==> src/rtl/sdcp_pkg.sv <==
// sdcp_pkg: shared types, character codes, keyword tables and helpers for
// the serial drive command parser. No dependencies.
`timescale 1ns / 1ps

package sdcp_pkg;

	localparam int LINE_CAPACITY_DEF = 64;
	localparam int QUEUE_DEPTH       = 4;
	localparam int KW_COUNT          = 6;

	// Character codes
	localparam logic [7:0] CH_NUL   = 8'h00;
	localparam logic [7:0] CH_LF    = 8'h0A;
	localparam logic [7:0] CH_CR    = 8'h0D;
	localparam logic [7:0] CH_SP    = 8'h20;
	localparam logic [7:0] CH_TAB   = 8'h09;
	localparam logic [7:0] CH_PLUS  = 8'h2B;
	localparam logic [7:0] CH_COMMA = 8'h2C;
	localparam logic [7:0] CH_MINUS = 8'h2D;
	localparam logic [7:0] CH_ZERO  = 8'h30;
	localparam logic [7:0] CH_NINE  = 8'h39;
	localparam logic [7:0] CH_COLON = 8'h3A;
	localparam logic [7:0] CH_L     = 8'h4C;
	localparam logic [7:0] CH_R     = 8'h52;

	// Command codes
	localparam logic [3:0] OPC_IDLE      = 4'd0;
	localparam logic [3:0] OPC_MOVE      = 4'd1;
	localparam logic [3:0] OPC_HALT      = 4'd2;
	localparam logic [3:0] OPC_ECHO      = 4'd3;
	localparam logic [3:0] OPC_DBG_SET   = 4'd4;
	localparam logic [3:0] OPC_DBG_CLR   = 4'd5;
	localparam logic [3:0] OPC_ENC_CLEAR = 4'd6;
	localparam logic [3:0] OPC_REPORT    = 4'd7;
	localparam logic [3:0] OPC_OTHER     = 4'd8;

	// Keyword text, first character in the highest used byte
	localparam logic [71:0] KW_STR [KW_COUNT] = '{
		72'("ESTOP"), 72'("PING"), 72'("DEBUG:ON"),
		72'("DEBUG:OFF"), 72'("RESET_ENC"), 72'("STATUS")
	};
	localparam logic [3:0] KW_LEN [KW_COUNT] = '{
		4'd5, 4'd4, 4'd8, 4'd9, 4'd9, 4'd6
	};
	localparam logic [3:0] KW_CODE [KW_COUNT] = '{
		OPC_HALT, OPC_ECHO, OPC_DBG_SET, OPC_DBG_CLR, OPC_ENC_CLEAR, OPC_REPORT
	};

	// Summary of one finished line, handed from front to back
	typedef struct packed {
		logic                empty;
		logic                is_drive;
		logic                drive_ok;
		logic [KW_COUNT-1:0] hits;
		logic [7:0]          lmag;
		logic                lneg;
		logic [7:0]          rmag;
		logic                rneg;
	} line_summary_t;

	// Character p of keyword k; p must be below the keyword length
	function automatic logic [7:0] kw_char(input int k, input logic [3:0] p);
		logic [71:0] s;
		logic [3:0]  idx;
		s   = KW_STR[k];
		idx = KW_LEN[k] - 4'd1 - p;
		return s[{idx, 3'b000} +: 8];
	endfunction

	function automatic logic is_space(input logic [7:0] b);
		return (b == CH_SP) || (b >= CH_TAB && b <= CH_CR);
	endfunction

	function automatic logic is_digit(input logic [7:0] b);
		return (b >= CH_ZERO) && (b <= CH_NINE);
	endfunction

	// mag*10 + digit, saturating at 255
	function automatic logic [7:0] add_digit(input logic [7:0] mag, input logic [7:0] b);
		logic [11:0] v;
		v = {4'd0, mag} * 12'd10 + {8'd0, b[3:0]};
		return (v > 12'd255) ? 8'hFF : v[7:0];
	endfunction

endpackage

==> src/rtl/sdcp_front.sv <==
// sdcp_front: byte classifier. Tracks line length, keyword matches and the
// drive form parse; emits a line summary on each newline. Uses sdcp_pkg.
`timescale 1ns / 1ps

module sdcp_front #(
	parameter int LINE_CAPACITY = sdcp_pkg::LINE_CAPACITY_DEF
) (
	input  logic                   clk,
	input  logic                   arst_n,
	input  logic                   in_valid,
	output logic                   in_ready,
	input  logic [7:0]             in_byte,
	input  logic                   q_full,
	output logic                   push,
	output sdcp_pkg::line_summary_t push_data
);

	localparam int LW = $clog2(LINE_CAPACITY);

	// Drive parse phases
	localparam logic [3:0] PH_L      = 4'd0;
	localparam logic [3:0] PH_COLON  = 4'd1;
	localparam logic [3:0] PH_LSPACE = 4'd2;
	localparam logic [3:0] PH_LSIGN  = 4'd3;
	localparam logic [3:0] PH_LDIGIT = 4'd4;
	localparam logic [3:0] PH_LDONE  = 4'd5;
	localparam logic [3:0] PH_R      = 4'd6;
	localparam logic [3:0] PH_RCOLON = 4'd7;
	localparam logic [3:0] PH_RSPACE = 4'd8;
	localparam logic [3:0] PH_RSIGN  = 4'd9;
	localparam logic [3:0] PH_RDIGIT = 4'd10;
	localparam logic [3:0] PH_RDONE  = 4'd11;
	localparam logic [3:0] PH_WORD   = 4'd12;
	localparam logic [3:0] PH_BAD    = 4'd13;

	logic [LW-1:0]                 line_len_q, line_len_n;
	logic [LW-1:0]                 text_len_q, text_len_n;
	logic [sdcp_pkg::KW_COUNT-1:0] match_q, match_n;
	logic                          pend_q, pend_n;
	logic                          cut_q, cut_n;
	logic [3:0]                    phase_q, phase_n;
	logic [7:0]                    lmag_q, lmag_n, rmag_q, rmag_n;
	logic                          lneg_q, lneg_n, rneg_q, rneg_n;
	logic                          acc;
	logic [LW-1:0]                 text_n_chars;

	assign in_ready = !q_full;
	assign acc      = in_valid && in_ready;

	// Line summary from the current state, used when the newline arrives
	assign text_n_chars = text_len_q - LW'(pend_q);
	always_comb begin
		push_data.empty    = (text_n_chars == '0);
		push_data.is_drive = !(phase_q == PH_L || phase_q == PH_COLON || phase_q == PH_WORD);
		push_data.drive_ok = (phase_q >= PH_RSPACE) && (phase_q <= PH_RDONE);
		for (int i = 0; i < sdcp_pkg::KW_COUNT; i++) begin
			push_data.hits[i] = match_q[i] && (text_n_chars == LW'(sdcp_pkg::KW_LEN[i]));
		end
		push_data.lmag = lmag_q;
		push_data.lneg = lneg_q;
		push_data.rmag = rmag_q;
		push_data.rneg = rneg_q;
	end

	// Next state for one accepted beat
	always_comb begin
		line_len_n = line_len_q;
		text_len_n = text_len_q;
		match_n    = match_q;
		pend_n     = pend_q;
		cut_n      = cut_q;
		phase_n    = phase_q;
		lmag_n     = lmag_q;
		lneg_n     = lneg_q;
		rmag_n     = rmag_q;
		rneg_n     = rneg_q;
		push       = 1'b0;
		if (acc) begin
			if (in_byte == sdcp_pkg::CH_LF || line_len_q >= LW'(LINE_CAPACITY - 1)) begin
				// newline closes the line; a full buffer drops the byte and restarts
				push       = (in_byte == sdcp_pkg::CH_LF);
				line_len_n = '0;
				text_len_n = '0;
				match_n    = '1;
				pend_n     = 1'b0;
				cut_n      = 1'b0;
				phase_n    = PH_L;
				lmag_n     = '0;
				lneg_n     = 1'b0;
				rmag_n     = '0;
				rneg_n     = 1'b0;
			end else begin
				line_len_n = line_len_q + LW'(1);
				if (!cut_q) begin
					if (in_byte == sdcp_pkg::CH_NUL) begin
						cut_n = 1'b1;
					end else begin
						// a carriage return that was not last spoils every keyword
						if (pend_q) match_n = '0;
						pend_n = (in_byte == sdcp_pkg::CH_CR);
						if (in_byte != sdcp_pkg::CH_CR) begin
							for (int i = 0; i < sdcp_pkg::KW_COUNT; i++) begin
								if (text_len_q >= LW'(sdcp_pkg::KW_LEN[i]) ||
								    sdcp_pkg::kw_char(i, text_len_q[3:0]) != in_byte)
									match_n[i] = 1'b0;
							end
						end
						text_len_n = text_len_q + LW'(1);

						// drive form parse
						unique case (phase_q)
							PH_L: begin
								phase_n = (in_byte == sdcp_pkg::CH_L) ? PH_COLON : PH_WORD;
							end
							PH_COLON: begin
								phase_n = (in_byte == sdcp_pkg::CH_COLON) ? PH_LSPACE : PH_WORD;
							end
							PH_LSPACE: begin
								priority if (in_byte == sdcp_pkg::CH_COMMA) phase_n = PH_R;
								else if (sdcp_pkg::is_space(in_byte)) phase_n = PH_LSPACE;
								else if (in_byte == sdcp_pkg::CH_PLUS) phase_n = PH_LSIGN;
								else if (in_byte == sdcp_pkg::CH_MINUS) begin
									lneg_n  = 1'b1;
									phase_n = PH_LSIGN;
								end else if (sdcp_pkg::is_digit(in_byte)) begin
									lmag_n  = sdcp_pkg::add_digit(lmag_q, in_byte);
									phase_n = PH_LDIGIT;
								end else phase_n = PH_LDONE;
							end
							PH_LSIGN, PH_LDIGIT: begin
								priority if (in_byte == sdcp_pkg::CH_COMMA) phase_n = PH_R;
								else if (sdcp_pkg::is_digit(in_byte)) begin
									lmag_n  = sdcp_pkg::add_digit(lmag_q, in_byte);
									phase_n = PH_LDIGIT;
								end else phase_n = PH_LDONE;
							end
							PH_LDONE: begin
								if (in_byte == sdcp_pkg::CH_COMMA) phase_n = PH_R;
							end
							PH_R: begin
								phase_n = (in_byte == sdcp_pkg::CH_R) ? PH_RCOLON : PH_BAD;
							end
							PH_RCOLON: begin
								phase_n = (in_byte == sdcp_pkg::CH_COLON) ? PH_RSPACE : PH_BAD;
							end
							PH_RSPACE: begin
								priority if (sdcp_pkg::is_space(in_byte)) phase_n = PH_RSPACE;
								else if (in_byte == sdcp_pkg::CH_PLUS) phase_n = PH_RSIGN;
								else if (in_byte == sdcp_pkg::CH_MINUS) begin
									rneg_n  = 1'b1;
									phase_n = PH_RSIGN;
								end else if (sdcp_pkg::is_digit(in_byte)) begin
									rmag_n  = sdcp_pkg::add_digit(rmag_q, in_byte);
									phase_n = PH_RDIGIT;
								end else phase_n = PH_RDONE;
							end
							PH_RSIGN, PH_RDIGIT: begin
								if (sdcp_pkg::is_digit(in_byte)) begin
									rmag_n  = sdcp_pkg::add_digit(rmag_q, in_byte);
									phase_n = PH_RDIGIT;
								end else phase_n = PH_RDONE;
							end
							default: begin
								phase_n = phase_q;
							end
						endcase
					end
				end
			end
		end
	end

	always_ff @(posedge clk or negedge arst_n) begin
		if (!arst_n) begin
			line_len_q <= '0;
			text_len_q <= '0;
			match_q    <= '1;
			pend_q     <= 1'b0;
			cut_q      <= 1'b0;
			phase_q    <= PH_L;
			lmag_q     <= '0;
			lneg_q     <= 1'b0;
			rmag_q     <= '0;
			rneg_q     <= 1'b0;
		end else begin
			line_len_q <= line_len_n;
			text_len_q <= text_len_n;
			match_q    <= match_n;
			pend_q     <= pend_n;
			cut_q      <= cut_n;
			phase_q    <= phase_n;
			lmag_q     <= lmag_n;
			lneg_q     <= lneg_n;
			rmag_q     <= rmag_n;
			rneg_q     <= rneg_n;
		end
	end

endmodule

==> src/rtl/sdcp_queue.sv <==
// sdcp_queue: short FIFO of line summaries between front and back.
// Uses sdcp_pkg for the entry type.
`timescale 1ns / 1ps

module sdcp_queue #(
	parameter int DEPTH = sdcp_pkg::QUEUE_DEPTH
) (
	input  logic                    clk,
	input  logic                    arst_n,
	input  logic                    push,
	input  sdcp_pkg::line_summary_t push_data,
	output logic                    full,
	input  logic                    pop,
	output logic                    not_empty,
	output sdcp_pkg::line_summary_t pop_data
);

	localparam int PW = (DEPTH > 1) ? $clog2(DEPTH) : 1;
	localparam int CW = $clog2(DEPTH + 1);

	sdcp_pkg::line_summary_t mem_q [DEPTH];
	logic [PW-1:0] wr_ptr_q, rd_ptr_q;
	logic [CW-1:0] count_q;
	logic          do_push, do_pop;

	assign full      = (count_q == CW'(DEPTH));
	assign not_empty = (count_q != '0);
	assign do_push   = push && !full;
	assign do_pop    = pop && not_empty;
	assign pop_data  = mem_q[rd_ptr_q];

	// storage
	always_ff @(posedge clk) begin
		if (do_push) mem_q[wr_ptr_q] <= push_data;
	end

	// pointers and fill count
	always_ff @(posedge clk or negedge arst_n) begin
		if (!arst_n) begin
			wr_ptr_q <= '0;
			rd_ptr_q <= '0;
			count_q  <= '0;
		end else begin
			if (do_push) wr_ptr_q <= (wr_ptr_q == PW'(DEPTH - 1)) ? '0 : wr_ptr_q + PW'(1);
			if (do_pop)  rd_ptr_q <= (rd_ptr_q == PW'(DEPTH - 1)) ? '0 : rd_ptr_q + PW'(1);
			unique case ({do_push, do_pop})
				2'b10:   count_q <= count_q + CW'(1);
				2'b01:   count_q <= count_q - CW'(1);
				default: count_q <= count_q;
			endcase
		end
	end

endmodule

==> src/rtl/sdcp_back.sv <==
// sdcp_back: turns a line summary into a command code and drive values,
// keeps the debug flag, and holds the result register. Uses sdcp_pkg.
`timescale 1ns / 1ps

module sdcp_back (
	input  logic                    clk,
	input  logic                    arst_n,
	input  logic                    q_valid,
	input  sdcp_pkg::line_summary_t q_data,
	output logic                    q_pop,
	output logic                    out_valid,
	input  logic                    out_ready,
	output logic [3:0]              out_code,
	output logic signed [8:0]       out_left,
	output logic signed [8:0]       out_right,
	output logic                    out_debug
);

	logic             valid_q;
	logic [3:0]       code_q;
	logic signed [8:0] left_q, right_q;
	logic             debug_q;
	logic [3:0]       code_c;
	logic [8:0]       left_c, right_c;

	assign q_pop = q_valid && (!valid_q || out_ready);

	// classify the line
	always_comb begin
		code_c  = sdcp_pkg::OPC_OTHER;
		left_c  = '0;
		right_c = '0;
		priority if (q_data.empty) begin
			code_c = sdcp_pkg::OPC_IDLE;
		end else if (q_data.is_drive) begin
			code_c = sdcp_pkg::OPC_IDLE;
			if (q_data.drive_ok) begin
				code_c  = sdcp_pkg::OPC_MOVE;
				left_c  = q_data.lneg ? 9'(9'd0 - {1'b0, q_data.lmag}) : {1'b0, q_data.lmag};
				right_c = q_data.rneg ? 9'(9'd0 - {1'b0, q_data.rmag}) : {1'b0, q_data.rmag};
			end
		end else begin
			// first keyword in table order wins
			for (int i = sdcp_pkg::KW_COUNT - 1; i >= 0; i--) begin
				if (q_data.hits[i]) code_c = sdcp_pkg::KW_CODE[i];
			end
		end
	end

	always_ff @(posedge clk or negedge arst_n) begin
		if (!arst_n) begin
			valid_q <= 1'b0;
			debug_q <= 1'b0;
		end else begin
			if (q_pop) begin
				valid_q <= 1'b1;
				if (code_c == sdcp_pkg::OPC_DBG_SET) debug_q <= 1'b1;
				if (code_c == sdcp_pkg::OPC_DBG_CLR) debug_q <= 1'b0;
			end else if (out_ready) begin
				valid_q <= 1'b0;
			end
		end
	end

	// result payload
	always_ff @(posedge clk) begin
		if (q_pop) begin
			code_q  <= code_c;
			left_q  <= left_c;
			right_q <= right_c;
		end
	end

	assign out_valid = valid_q;
	assign out_code  = code_q;
	assign out_left  = left_q;
	assign out_right = right_q;
	assign out_debug = debug_q;

endmodule

==> src/rtl/serial_drive_command_parser.sv <==
// Serial drive command parser: one received byte per beat in, one command
// result per newline out. Throughput: one byte per cycle while the result queue is not full.
// Each result is written into the result queue when its newline beat is taken, then
// classified by the back into the output register, from which it is offered.
// s_tready drops only while the result queue is full, i.e. when m_tready stalls.
// Reset (arst_n low, asynchronous) empties the line, the queue and the debug flag.
`timescale 1ns / 1ps

module serial_drive_command_parser #(
	parameter int LINE_CAPACITY = sdcp_pkg::LINE_CAPACITY_DEF
) (
	input  logic        clk,
	input  logic        arst_n,
	input  logic        s_tvalid,
	output logic        s_tready,
	input  logic [7:0]  s_tdata,  // [7:0] rx_byte
	output logic        m_tvalid,
	input  logic        m_tready,
	output logic [23:0] m_tdata,  // [8:0] left_drive, [17:9] right_drive, [18] debug_enabled
	output logic [3:0]  m_tuser   // [3:0] command_code
);

	sdcp_pkg::line_summary_t push_data, pop_data;
	logic        push, q_full, q_pop, q_valid;
	logic [3:0]  code;
	logic signed [8:0] left_drive, right_drive;
	logic        debug_enabled;

	sdcp_front #(
		.LINE_CAPACITY(LINE_CAPACITY)
	) u_front (
		.clk       (clk),
		.arst_n    (arst_n),
		.in_valid  (s_tvalid),
		.in_ready  (s_tready),
		.in_byte   (s_tdata),
		.q_full    (q_full),
		.push      (push),
		.push_data (push_data)
	);

	sdcp_queue #(
		.DEPTH(sdcp_pkg::QUEUE_DEPTH)
	) u_queue (
		.clk       (clk),
		.arst_n    (arst_n),
		.push      (push),
		.push_data (push_data),
		.full      (q_full),
		.pop       (q_pop),
		.not_empty (q_valid),
		.pop_data  (pop_data)
	);

	sdcp_back u_back (
		.clk       (clk),
		.arst_n    (arst_n),
		.q_valid   (q_valid),
		.q_data    (pop_data),
		.q_pop     (q_pop),
		.out_valid (m_tvalid),
		.out_ready (m_tready),
		.out_code  (code),
		.out_left  (left_drive),
		.out_right (right_drive),
		.out_debug (debug_enabled)
	);

	assign m_tuser = code;
	assign m_tdata = {5'd0, debug_enabled, right_drive, left_drive};

endmodule

==> config.mk <==
export PLATFORM = sky130hd
export DESIGN_NAME = serial_drive_command_parser
export DESIGN_NICKNAME = d
export VERILOG_FILES = /design/src/rtl/sdcp_pkg.sv /design/src/rtl/sdcp_front.sv /design/src/rtl/sdcp_queue.sv /design/src/rtl/sdcp_back.sv /design/src/rtl/serial_drive_command_parser.sv
export SDC_FILE = /design/constraint.sdc
export NUM_CORES = 1
export LEC_CHECK = 0
export BUFFER_PORTS_ARGS = -buffer_cell sky130_fd_sc_hd__buf_2
export CAP_MARGIN = 20
export CORE_ASPECT_RATIO = 2
export CORE_MARGIN = 5
export CORE_UTILIZATION = 67
export CTS_CLUSTER_SIZE = 28
export DETAILED_ROUTE_END_ITERATION = 8
export GPL_ROUTABILITY_DRIVEN = 0
export PLACE_DENSITY = 0.85
export SYNTH_ARGS = -nofsm -noshare
export SYNTH_HDL_FRONTEND = slang
export SYNTH_SLANG_ARGS = --single-unit
export TNS_END_PERCENT = 50
==> constraint.sdc <==
create_clock -name clk -period 8.9 [get_ports clk]
set_clock_uncertainty 0.1 [all_clocks]
set_input_delay 0.445 -clock clk [delete_from_list [all_inputs] [get_ports clk]]
set_output_delay 0.445 -clock clk [all_outputs]
set_load 0.02 [all_outputs]
After elaboration in Yosys (flattened, before gate mapping)
Memory sizes are Yosys's and may differ from the RTL's.
Index checks and enable logic that the tools add are counted.
Widths: inputs -> output; s select.

operators by class
  add/sub/neg operators = 16
  $mul = 2
  div/mod/pow operators = 0
  magnitude comparators = 14
  equality and inequality tests = 53
  shift-type cells = 6
  multiplexer cells = 94
  bitwise logic cells = 4
  reduce and logical (&&, ||, !) cells = 52

operators with widths
  kind                     count
  $shiftx 72x8->8 const A  6
  $mux 8                   20
  $mux 4                   23
  $mux 6                   9
  $ne 8x8->1               6
  $eq 8x6->1 const B       5
  $pmux 4 s9               1
  $mux 1                   35
  $pmux 8 s2               2
  $add 12x4->12            2
  $eq 4x3->1 const B       6
  $gt 12x8->1 const B      2
  $ne 3x2->1 const B       8
  $mul 8x3->11 const B     2
  $eq 6x3->1 const B       3
  $ge 6x3->1 const B       3
  $sub 1x8->9 const A      2
  $eq 4x4->1 const B       4
  $eq 8x4->1 const B       2
  $eq 8x7->1 const B       2
  $reduce_and 7->1         2
  $logic_and 1x1->1        13
  $add 6x1->6 const B      2
  $eq 6x4->1 const B       2
  44 further kinds         79

storage, ports and cells
  flip-flop bits (word level) = 73
  bits in latches = 0
  RAM bits = 108
  memory bits (read-only) = 0
  bits of input ports = 12
  output and inout port bits = 30
  logic and storage cells = 262
  memories = 1

memories
  memory         words  bits a word  rd ports  clocked after memory_dff  write ports  line              text
  u_queue.mem_q  4      27           1         0                         1            sdcp_queue.sv:21  sdcp_pkg::line_summary_t mem_q [DEPTH];

Logic depth before layout (Yosys ltp)
Gate-level depths: netlist of the first run.

  depth in word-level cells = 13
  depth in mapped cells = 13
  mapped depth without buffers = 10

Cells and area by module
A second synthesis of the first run with hierarchy kept.

unflattened totals
  cells, all modules = 935
  area total of the unflattened synthesis = 10747.8 µm²

modules (own cells, without submodules)
  module                       times used  cells each  area an instance (µm²)  seq. area each (µm²)
  sdcp_front                   1           630         5049.8                  1058.5
  sdcp_queue                   1           181         4361.7                  3418.3
  sdcp_back                    1           117         1287.5                  710.7
  serial_drive_command_parser  1           7           48.8                    0.0

Worst setup path after synthesis of the first run
No wires, ideal clock.

  path kind = input port to flip-flop
  from = in m_tready
  to = reg u_queue.count_q[2]
  setup time = 0.079 ns
  arrival time = 3.007 ns
  required time = 8.721 ns
  setup slack = 5.714 ns
  stages on the path = 8
  buffers on the path = 0
  cells stage by stage = inv_1 -> a21oi_1 -> ha_1 -> inv_1 -> fa_1 -> xor2_1 -> nor2_1 -> xor2_1

on the way
  longest elaborated chain between the ends = 5
  elaborated cells on any way between the ends = 7
  those cells by class = eq/ne (2); mux (1); reduce/logical (4)

RTL lines
  element                                          line                               text
  start: declaration                               serial_drive_command_parser.sv:18  input logic m_tready,
  $logic_or 1x1->1 (*)                             sdcp_back.sv:26                    assign q_pop = q_valid && (!valid_q || out_ready);
  $logic_and 1x1->1 (*)                            sdcp_back.sv:26
  named net q_pop                                  serial_drive_command_parser.sv:24  logic push, q_full, q_pop, q_valid;
  $logic_and 1x1->1 (*)                            sdcp_queue.sv:29                   assign do_pop = pop && not_empty;
  $eq 2x1->1 or $eq 2x2->1 (tied branches)         sdcp_queue.sv:46                   unique case ({do_push, do_pop})
  $pmux 3 s2 or $reduce_bool 2->1 (tied branches)  --
  end signal: assignment                           sdcp_queue.sv:47                   2'b10: count_q <= count_q + CW'(1);
  end signal: assignment                           sdcp_queue.sv:48                   2'b01: count_q <= count_q - CW'(1);
  end signal: assignment                           sdcp_queue.sv:49                   default: count_q <= count_q;
  end: declaration                                 sdcp_queue.sv:23                   logic [CW-1:0] count_q;

The timed path passes the listed nets; every way through them passes the cells marked *.
A chain may end at the register's enable or synchronous reset.

Final worst setup path of the first run
  from = reg u_front.text_len_q[0]
  to = reg u_front.match_q[0] in the netlist's numbering

on the way
  longest elaborated chain between the ends = 9
  elaborated cells on any way between the ends = 10
  those cells by class = add/sub (1); order compare (1); eq/ne (1); shift (1); mux (5); reduce/logical (1)

RTL lines
  element                   line               text
  start: declaration        sdcp_front.sv:37   logic [LW-1:0] text_len_q, text_len_n;
  start signal: assignment  sdcp_front.sv:187  text_len_q <= text_len_n;
  $sub 3x4->4               sdcp_pkg.sv:66     idx = KW_LEN[k] - 4'd1 - p;
  $shiftx 72x8->8           sdcp_pkg.sv:67     return s[{idx, 3'b000} +: 8];
  $ne 8x8->1                sdcp_front.sv:104  sdcp_pkg::kw_char(i, text_len_q[3:0]) != in_byte)
  $logic_or 1x1->1 (*)      sdcp_front.sv:103  if (text_len_q >= LW'(sdcp_pkg::KW_LEN[i]) ||
  $mux 1 (*)                sdcp_front.sv:103
  $mux 6 (*)                sdcp_front.sv:101  if (in_byte != sdcp_pkg::CH_CR) begin
  $mux 6 (*)                sdcp_front.sv:95   if (in_byte == sdcp_pkg::CH_NUL) begin
  $mux 6 (*)                sdcp_front.sv:94   if (!cut_q) begin
  $mux 6 (*)                sdcp_front.sv:79   if (in_byte == sdcp_pkg::CH_LF || line_len_q >= LW'(LINE_CAPACITY - 1)) begin
  end signal: assignment    sdcp_front.sv:188  match_q <= match_n;
  end: declaration          sdcp_front.sv:38   logic [sdcp_pkg::KW_COUNT-1:0] match_q, match_n;

Mark *: on every way between the ends. The rest lies on a longest branch, timed or not. The select of a mux whose other input is x is not followed.

==> metrics.txt, run 1 <==
outcome complete, no violations; Seq/Total Area, Yosys 0.491; part of the power in the clock network 0.223; class of the most critical setup path register to register; Psw 1280 uW; detailed placement HPWL 16500 microns; Net Sw Frac 0.395; shortest period the worst path allows 3.63 ns; clock sinks 181; num rows 65; Clock Pin Slew Worst Setup and Hold Paths approximately 0.07 ns; post-CTS resize count 0; first-pass GRT wire length 39400 microns; share of layout cells above drive strength 1 0.144; Final setup viols 0; Synth-to-Final Area Change 7.98%; Clk Latency, worst-skew pair around 0.43 ns; drt drc 0; Synth area leader edfxtp_1; clk root buf clkbuf_16; DR WL/cell 21.3 microns; final hold vios 0; FFs w/ async S/R, synth 0.282; IO Count 42; synthesized flop and latch total 181; CP startpoint kind register; final count of pins violating max slew 0; Comb power frac 0.404; initial core utilization 0.676; core region area 0.0156 sq mm; R2R Setup Slk 5.27 ns; initial antenna violation count 0; CTS H-tree lvls 4; crit-path cells inv_1 > ha_1 > inv_1 > ha_1 > o21ai_0 > a211oi_1 > a41o_1 > a21oi_1 > or4_1 > a21oi_1; die area 0.0185 sq mm; Hold Crit Class primary input to async pin; slowest stage delay, CP around 0.61 ns; DRT Pass-1 Iters 5; pwr dens approximately 280 mW/mm^2; YS warnings 0; TritonCTS clock tree yes; Leakage Power 0.00451 uW; diode count 0; final core occ 0.730; hold-fix buffers at CTS 0; ANT nets after route 0; crit end category register; drt initial violations 713; Worst VDD drop 177 uV; Worst-Margin Slew 1.07 ns; final WL 24400 microns; Post-CTS Repair Setup Buffers 0; gr ovfl total 0; Synth top area share 0.370; # fillers roughly 1.0k; crit path max fanout 16; # Max-Cap Violations 0; Clock Path Buffers 2; Tcrit/Tclk final 0.407; CP required 9.16 ns; chip width 98.8 microns; Final TNS setup 0 ns; largest cells by area after synthesis edfxtp_1, dfrtp_1, ha_1; synthesized cell area 0.0106 sq mm; vias in the first global route 7406; Achievable Freq 276 MHz; routed vias 7683; Worst Path Arrival just under 4 ns; Storage cell area 0.00519 sq mm; slowest cell on the critical path ha_1; Mapped Cells just over 900; Post-synth EDFFs 130; Seq pwr share 0.372; vias per inst 6.71; worst rel slew slack 0.283; final net count 1013; RSZ-0062 raised after global routing no; largest net degree at the start of global routing between 50 and 60; post-synth cell types 85; die height 188 microns; port bufs 36; ys flop type edfxtp_1; Multi-input gate area 0.00504 sq mm; Mapped Avg Cell Area approximately 12 sq um; GRT Util Overall 0.269; P_int 1960 uW; CTS Buf Count 17
==> final timing paths <==
| check | startpoint | end | cells past startpoint |
|---|---|---|---|
| setup / recovery | u_front.text_len_q[0] | u_front.match_q[0] | 10 |
| hold / removal | arst_n | u_front.text_len_q[2] | 2 |
| setup reg to reg | u_front.text_len_q[0] | u_front.match_q[0] | 10 |
| hold reg to reg | u_back.out_debug | u_back.out_debug | 2 |
| max in group asynchronous | arst_n | u_queue.rd_ptr_q[0] | 2 |
| min in group clk | m_tready | u_back.out_valid | 2 |
==> state kept, by name (all words and copies together) (netlist names), 6 cells and up <==
register / flops
u_front.lmag_q: 8
u_back.out_right: 9
u_front.match_q: 6
u_queue.mem_q: 108
u_front.rmag_q: 8
u_front.text_len_q: 6
u_front.line_len_q: 6
u_back.out_left: 9
==> critical path, delay by kind of cell (launching register included) <==
family | cells | cell delay, ns
adders and majority gates | 2 | 1.03
AOI/OAI and AO/OA | 5 | 0.96
DFF | 1 | 0.58
and+or+nand+nor | 1 | 0.51
buffers and inverters | 2 | 0.37
==> cells in the final DEF (no fill, tap or decap), types with 6 or more instances in the layout <==
master / n
a211oi_1: 11
a21o_1: 6
a21oi_1: 31
a22o_1: 9
a31oi_1: 6
and2_1: 12
buf_2: 36
buf_4: 8
clkbuf_16: 17
dfrtp_1: 44
dfstp_2: 6
edfxtp_1: 130
ha_1: 65
inv_1: 28
mux2i_1: 12
mux4_2: 24
nand2_1: 64
nand2b_1: 13
nand3_1: 18
nand3b_1: 11
nor2_1: 85
nor2b_1: 12
nor3_1: 28
nor3b_1: 7
nor4_1: 10
o21ai_0: 35
o2bb2ai_1: 10
or2_2: 9
or3_1: 11
xnor2_1: 32
xor2_1: 21
==> synthesized netlist by cell type (12+ instances only) <==
master	number
nor2_1	85
nor2b_1	12
dfrtp_1	45
mux4_2	24
inv_1	28
and2_1	12
o21ai_0	35
mux2i_1	12
nand2_1	64
nand2b_1	13
nor3_1	28
nand3_1	18
edfxtp_1	130
ha_1	65
clkbuf_1	21
xor2_1	21
xnor2_1	32
a21oi_1	32
==> power groups by stage <==
stage               clock network [uW]  logic (uW)  registers (uW)
detailed placement                   0        1270            1220
CTS                                726        1290            1200
global placement                     0        1220            1210
finish                             723        1310            1200
global route                       764        1420            1230
floorplan                            0        1020            1160
==> stage by stage <==
stage / total power (uW) / instances / cell area (sq um) / setup slack, ns / hold WS [ns]
global route: 3410 / 1145 / 11400 / 5.08 / 0.101
finish: 3230 / 1145 / 11400 / 5.27 / 0.0391
CTS: 3220 / 1145 / 11400 / 5.37 / 0.0667
floorplan: 2190 / 913 / 10600 / 5.71 / 0.0494
detailed placement: 2490 / 1113 / 10800 / 5.39 / 0.384
global placement: 2430 / 1113 / 10800 / 5.57 / 0.366
==> kinds of logic (layout without fill, tap and decap cells) <==
family	Yosys count	in the layout	share of synthesized area
XOR/XNOR	53	53	0.0440
AND/OR/NAND/NOR	318	318	0.157
adder cells (fa/ha/maj)	70	70	0.0865
multiplexers	42	42	0.0732
AO/OA/AOI/OAI	170	170	0.115
flip-flops	181	181	0.491
other	1	5	0.000355
buffers and inverters	74	105	0.0327
==> final cells by class <==
| cell class | instances | area share |
|---|---|---|
| sequential | 181 | 0.455 |
| timing repair buffer | 44 | 0.0211 |
| inverter | 29 | 0.00955 |
| tap | 201 | 0.0221 |
| clock buffer | 18 | 0.0376 |
| clock inverter | 14 | 0.0121 |
| multi-input combinational | 658 | 0.442 |
==> routing by layer <==
| layer | global-route usage | vias to the layer above | routed length (microns) |
|---|---|---|---|
| met4 | 0.0894 | 0 | 677 |
| met5 | 0 | - | 0 |
| met1 | 0.352 | 3772 | 9410 |
| met3 | 0.0458 | 67 | 1840 |
| li1 | - | 3444 | - |
| met2 | 0.455 | 400 | 12400 |
Note: power is estimated with default switching activity, not from simulation.
==> inputs of run 2 (changes only) <==
--- a/config.mk
+++ b/config.mk
@@ -9,11 +9,11 @@
 export CAP_MARGIN = 20
 export CORE_ASPECT_RATIO = 2
 export CORE_MARGIN = 5
-export CORE_UTILIZATION = 67
+export CORE_UTILIZATION = 63
 export CTS_CLUSTER_SIZE = 28
 export DETAILED_ROUTE_END_ITERATION = 8
 export GPL_ROUTABILITY_DRIVEN = 0
-export PLACE_DENSITY = 0.85
+export PLACE_DENSITY = 0.81
 export SYNTH_ARGS = -nofsm -noshare
 export SYNTH_HDL_FRONTEND = slang
 export SYNTH_SLANG_ARGS = --single-unit
==> constraint.sdc (replaced) <==
create_clock -name clk -period 3.7 [get_ports clk]
set_clock_uncertainty 0.1 [all_clocks]
set_input_delay 0.185 -clock clk [delete_from_list [all_inputs] [get_ports clk]]
set_output_delay 0.185 -clock clk [all_outputs]
set_load 0.02 [all_outputs]
==> run 2 against run 1 <==
Highest routed layer unchanged. Largest power group unchanged. Worst setup slack got worse by 5.0 ns. Sequential power rose by 130%. Wire length fell by 2.2%. Sequential share of layout area fell by 0.38 points.
==> metrics.txt, run 2 (synthesis results as in run 1) <==
outcome complete, no violations; IO Count 42 (unchanged); final count of pins violating max slew 0 (unchanged); Achievable Freq 291 MHz (+5.6%); GRT Util Overall 0.255 (-0.0139); drt initial violations 657 (-7.9%); part of the power in the clock network 0.217 (-0.006); commonest non-fill, non-tap cells in the layout edfxtp_1, nor2_1, ha_1; Clock Path Buffers 2 (unchanged); crit path max fanout 16 (unchanged); detailed placement HPWL 16800 microns (+1.6%); port bufs 36 (unchanged); pwr dens 675 mW/mm^2 (+140%); share of layout cells above drive strength 1 0.154 (+0.00954); class of the most critical setup path register to register; DR WL/cell 20.5 microns (-3.7%); Power Total 7760 uW (+140%); crit end category register; Reg2Reg Launch Point u_front.text_len_q[1]; P_int 4690 uW (+140%); Worst Path Arrival 3.68 ns (-0.20 ns); R2R cell count 10 (unchanged); commonest non-fill, non-tap cell in the layout edfxtp_1; Setup crit end u_front.match_q[0]; first-pass GRT wire length 39100 microns (-0.58%); vias per inst 6.54 (-2.5%); # Max-Cap Violations 0 (unchanged); final WL 23800 microns (-2.2%); die height 193 microns (+3.0%); R2R Setup Slk 0.27 ns (-5.01 ns); worst rel slew slack 0.331 (+0.0479); clk root buf clkbuf_16; Storage cell area 0.00519 sq mm (unchanged); Setup WS post-layout 0.266 ns (-5.01 ns); Comb power frac 0.424 (+0.020); Synth-to-Final Area Change 8.88%; diode count 0 (unchanged); CTS Buf Count 17 (unchanged); RSZ-0062 raised after global routing no; Final setup viols 0 (unchanged); Clk Latency, worst-skew pair 0.42 ns (about the same); hold-fix buffers at CTS 2 (+2); Final TNS setup 0 ns (unchanged); Reg with most FFs u_queue.mem_q; # fillers 1167 (+13%); final core occ 0.693 (-0.0375); Post-CTS Repair Setup Buffers 0 (unchanged); post-CTS resize count 0 (unchanged); Worst VDD drop 416 uV (+130%); core region area 0.0166 sq mm (+6.3%); Tcrit/Tclk final 0.928 (+0.521); drt drc 0 (unchanged); shortest period the worst path allows 3.43 ns (-0.191 ns); final hold vios 0 (unchanged); clock sinks 181 (unchanged); initial antenna violation count 0 (unchanged); Worst R2R End u_front.match_q[0]; Psw 3070 uW (+140%); Clock Pin Slew Worst Setup and Hold Paths 0.07 ns (about the same); CTS H-tree lvls 4 (unchanged); TritonCTS clock tree yes; largest net degree at the start of global routing 31 (-40%); Hold Crit Class primary input to async pin; CP startpoint kind register; routed vias 7613 (-0.91%); vias in the first global route 7613 (+2.8%); chip width 102 microns (+2.8%); initial core utilization 0.636 (-0.0401); gr ovfl total 0 (unchanged); number of flip-flops in the largest register 108 (unchanged); CP required 3.94 ns (-5.22 ns); num rows 67 (+3.1%); Net Sw Frac 0.396 (+0.000593); final net count 1026 (+1.3%); ANT nets after route 0 (unchanged); Multi-input gate area 0.00504 sq mm (unchanged); Place WS 0.437 ns (-4.95 ns); Worst-Margin Slew 0.995 ns (-0.0705 ns); die area 0.0196 sq mm (+5.9%); Leakage Power 0.00456 uW (+1.2%); Seq pwr share 0.359 (-0.013); DRT Pass-1 Iters 5 (unchanged); Crit. Startpoint u_front.text_len_q[1]
[run 2: how the worst min path moves through the flow]
stage | slack, ns | startpoint | cells past startpoint | end
after global placement | 0.10 | arst_n | 1 | u_queue.wr_ptr_q[0]
after CTS | 0.20 | arst_n | 2 | u_queue.count_q[0]
final | 0.20 | arst_n | 2 | u_queue.count_q[0]
after detailed placement | 0.10 | arst_n | 1 | u_queue.count_q[0]
after floorplan | -0.21 | arst_n | 0 | u_back.out_debug
after global routing | 0.22 | arst_n | 2 | u_queue.count_q[0]
[run 2: final cells by class]
type	count	share of cell area
clock inverter	13	0.0103
sequential	181	0.451
inverter	29	0.00947
tap	207	0.0225
multi-input combinational	658	0.439
clock buffer	19	0.0377
timing repair buffer	57	0.0298
[run 2: power groups by stage]
stage	Clock, uW	Sequential, uW	Combinational [uW]
5_1_grt	1800	2820	3600
3_5_place_dp	0	2810	3220
3_3_place_gp	0	2790	3090
4_1_cts	1690	2780	3250
2_1_floorplan	0	2790	2460
6_report	1690	2790	3290
[run 2: through the flow]
| stage | instances | hold WS, ns | instance area (sq um) |
|---|---|---|---|
| global placement | 1130 | 0.103 | 10900 |
| global route | 1164 | 0.216 | 11500 |
| detailed placement | 1130 | 0.104 | 10900 |
| CTS | 1164 | 0.196 | 11500 |
| finish | 1164 | 0.199 | 11500 |
| floorplan | 913 | -0.211 | 10600 |
[run 2: critical path, stage by stage, from the launching register on]
cell and delay (ns):
dfrtp_1 0.38, inv_1 0.20, ha_1 0.42, inv_1 0.12, ha_1 0.63, o21ai_0 0.29
a211oi_1 0.36, a41o_1 0.14, a21oi_1 0.06, or4_1 0.51, a21oi_1 0.16
[run 2: per-layer routing]
layer | vias to the layer above | routed length [microns] | share of wire | GRT usage
li1 | 3474 | - | - | -
met3 | 66 | 1480 | 0.062 | 0.0360
met4 | 0 | 671 | 0.028 | 0.0881
met2 | 338 | 12600 | 0.53 | 0.454
met5 | - | 0 | 0 | 0
met1 | 3735 | 9120 | 0.38 | 0.315
==> inputs of run 3 (changes only) <==
--- a/config.mk
+++ b/config.mk
@@ -6,7 +6,7 @@
 export NUM_CORES = 1
 export LEC_CHECK = 0
 export BUFFER_PORTS_ARGS = -buffer_cell sky130_fd_sc_hd__buf_2
-export CAP_MARGIN = 20
+export CAP_MARGIN = 0
 export CORE_ASPECT_RATIO = 2
 export CORE_MARGIN = 5
 export CORE_UTILIZATION = 63
==> constraint.sdc (replaced) <==
create_clock -name clk -period 3.23 [get_ports clk]
set_clock_uncertainty 0.1 [all_clocks]
set_input_delay 0.1615 -clock clk [delete_from_list [all_inputs] [get_ports clk]]
set_output_delay 0.1615 -clock clk [all_outputs]
set_load 0.02 [all_outputs]
==> run 3 against run 2 <==
Power up 18%. Non-clock buffer count up 11. Worst setup slack worse by 0.088 ns. Combinational power up 16%. Critical path depth down 1. Register-to-register slack worse by 0.09 ns. Worst hold slack worse by 0.10 ns. Critical path type unchanged. Largest power group unchanged.
==> metrics.txt, run 3 (synthesis results as in run 1) <==
Critical Path Most Common Cell ha_1; # Max-Cap Violations 0 (unchanged); Crit. Startpoint u_front.rmag_q[2]; final core occ 0.704 (+0.0115); Stages on worst setup path 9 (-1); vias in the first global route 7726 (+1.5%); Worst VDD drop 553 uV (+33%); diode count 0 (unchanged); DR top layer met4; die area 0.0196 sq mm (unchanged); die height 193 microns (unchanged); CTS Buf Count 17 (unchanged); clock sinks 181 (unchanged); Final setup viols 0 (unchanged); num rows 67 (unchanged); Met2 Routed Length 12800 microns (+1.9%); CTS H-tree lvls 4 (unchanged); Leakage Power 0.00466 uW (+2.1%); Tcrit/Tclk final 0.945 (+0.0168); initial antenna violation count 0 (unchanged); P_int 5480 uW (+17%); first-pass GRT wire length 39600 microns (+1.2%); Clock Path Buffers 2 (unchanged); drt initial violations 580 (-12%); GRT Util Overall 0.262 (+0.00682); slowest cell on the critical path dfrtp_1; Psw 3660 uW (+19%); Post-CTS Repair Setup Buffers 0 (unchanged); class of the most critical setup path register to register; Worst Path Arrival 3.29 ns (-0.39 ns); Comb power frac 0.417 (-0.007); final WL 24100 microns (+1.2%); Clock Pin Slew Worst Setup and Hold Paths 0.08 ns (about the same); share of layout cells above drive strength 1 0.167 (+0.0138); Worst-Margin Slew 1.03 ns (+0.0363 ns); commonest non-fill, non-tap cells in the layout edfxtp_1, nor2_1, ha_1; Reg with most FFs u_queue.mem_q; vias per inst 6.42 (-1.8%); final net count 1037 (+1.1%); Reg2Reg Launch Point u_front.rmag_q[2]; TritonCTS clock tree yes; shortest period the worst path allows 3.05 ns (-0.382 ns); IO Count 42 (unchanged); Achievable Freq 328 MHz (+13%); crit end category register; final hold vios 0 (unchanged); R2R Setup Slk 0.18 ns (-0.09 ns); Largest delay share family, worst path adder cells; slowest stage delay, CP 0.48 ns (-0.15 ns); largest net degree at the start of global routing 31 (unchanged); DRT met1 WL 9000 microns (-1.3%); RSZ-0062 raised after global routing no; initial core utilization 0.636 (unchanged); CP startpoint kind register; metal3 WL 1370 microns (-8.0%); Synth-to-Final Area Change 10.7%; part of the power in the clock network 0.235 (+0.018); core region area 0.0166 sq mm (unchanged); Final TNS setup 0 ns (unchanged); clk root buf clkbuf_16; port bufs 36 (unchanged); routed vias 7546 (-0.88%); chip width 102 microns (unchanged); crit path max fanout 8 (-8); worst rel slew slack 0.307 (-0.0244); DRT Pass-1 Iters 7 (+2); outcome complete, no violations; DR WL/cell 20.5 microns (+0.23%); crit-path cells ha_1 > ha_1 > a211oi_1 > nor2_1 > nor4_2 > mux2i_1 > buf_4 > nand3b_1 > a22o_1; drt drc 0 (unchanged); Hold Crit Class primary input to register; Clk Latency, worst-skew pair 0.44 ns (+0.02 ns); pwr dens 783 mW/mm^2 (+16%); detailed placement HPWL 16900 microns (+0.80%); gr ovfl total 0 (unchanged); Worst R2R End u_front.rmag_q[6]; ANT nets after route 0 (unchanged); # fillers 1133 (-2.9%); Buf+Inv Stages, Crit Path 1 (-1); Net Sw Frac 0.401 (+0.00466); CP required 3.46 ns (-0.48 ns); Setup crit end u_front.rmag_q[6]; number of flip-flops in the largest register 108 (unchanged); Seq pwr share 0.348 (-0.011); commonest non-fill, non-tap cell in the layout edfxtp_1; R2R cell count 9 (-1); final count of pins violating max slew 0 (unchanged)
[run 3: cell count changes in the layout (fill, tap and decap cells not counted), moves of 3 or more]
cell / delta
buf_4: +11
clkinv_8: +7
inv_12: +4
clkinv_4: -3
[run 3: final cells by class]
| cell class | instances | area (sq um) | area share |
|---|---|---|---|
| clock inverter | 15 | 226 | 0.0194 |
| clock buffer | 17 | 425 | 0.0364 |
| inverter | 29 | 109 | 0.00932 |
| sequential | 181 | 5190 | 0.444 |
| tap | 207 | 259 | 0.0222 |
| timing repair buffer | 68 | 425 | 0.0364 |
| multi-input combinational | 658 | 5050 | 0.432 |
[run 3: per-stage QoR]
step                      cells  power (uW)  hold slack [ns]  cell area, sq um  worst slack (ns)
after CTS                  1175        9140           0.0761             11700             0.134
after global placement     1141        6780           0.0731             11000             0.255
after floorplan             913        6020           -0.234             10600            0.0583
final                      1175        9150           0.0981             11700             0.178
after detailed placement   1141        6960           0.0842             11000             0.178
after global routing       1175        9740            0.104             11700            0.0181
[run 3: per-layer routing]
| layer | GRT usage | vias to the layer above |
|---|---|---|
| met1 | 0.311 | 3696 |
| li1 | - | 3483 |
| met2 | 0.457 | 304 |
| met4 | 0.123 | 0 |
| met5 | 0 | - |
| met3 | 0.0465 | 63 |
[run 3: worst min-delay path by stage]
stage                          end  startpoint  slack [ns]  cells past startpoint
6_report         u_front.lmag_q[0]  s_tdata[0]         0.1                      3
5_1_grt          u_front.lmag_q[0]  s_tdata[0]        0.10                      3
4_1_cts          u_front.lmag_q[0]  s_tdata[0]        0.08                      3
3_5_place_dp   u_queue.wr_ptr_q[0]      arst_n        0.08                      1
3_3_place_gp   u_queue.wr_ptr_q[0]      arst_n        0.07                      1
2_1_floorplan     u_back.out_debug      arst_n       -0.23                      0
[run 3: worst register-to-register path, cell delays in order, from the launching register on]
cell      delay, ns
dfrtp_1        0.48
ha_1           0.39
ha_1           0.31
a211oi_1       0.47
nor2_1         0.17
nor4_2         0.33
mux2i_1        0.22
buf_4          0.17
nand3b_1       0.08
a22o_1         0.23
[run 3: repair_timing]
item / 4_1_cts / 5_1_grt
hold buffers: 2 / 0
setup endpoints to repair: 0 / 8
endpoints found under the hold margin: 22 / 0
gates resized for setup: 0 / 2
[run 3: power by group through the flow]
stage	sequential [uW]	combinational (uW)	clock (uW)
2_1_floorplan	3200	2820	0
3_3_place_gp	3200	3590	0
3_5_place_dp	3220	3740	0
4_1_cts	3180	3790	2170
5_1_grt	3230	4220	2290
6_report	3180	3820	2150
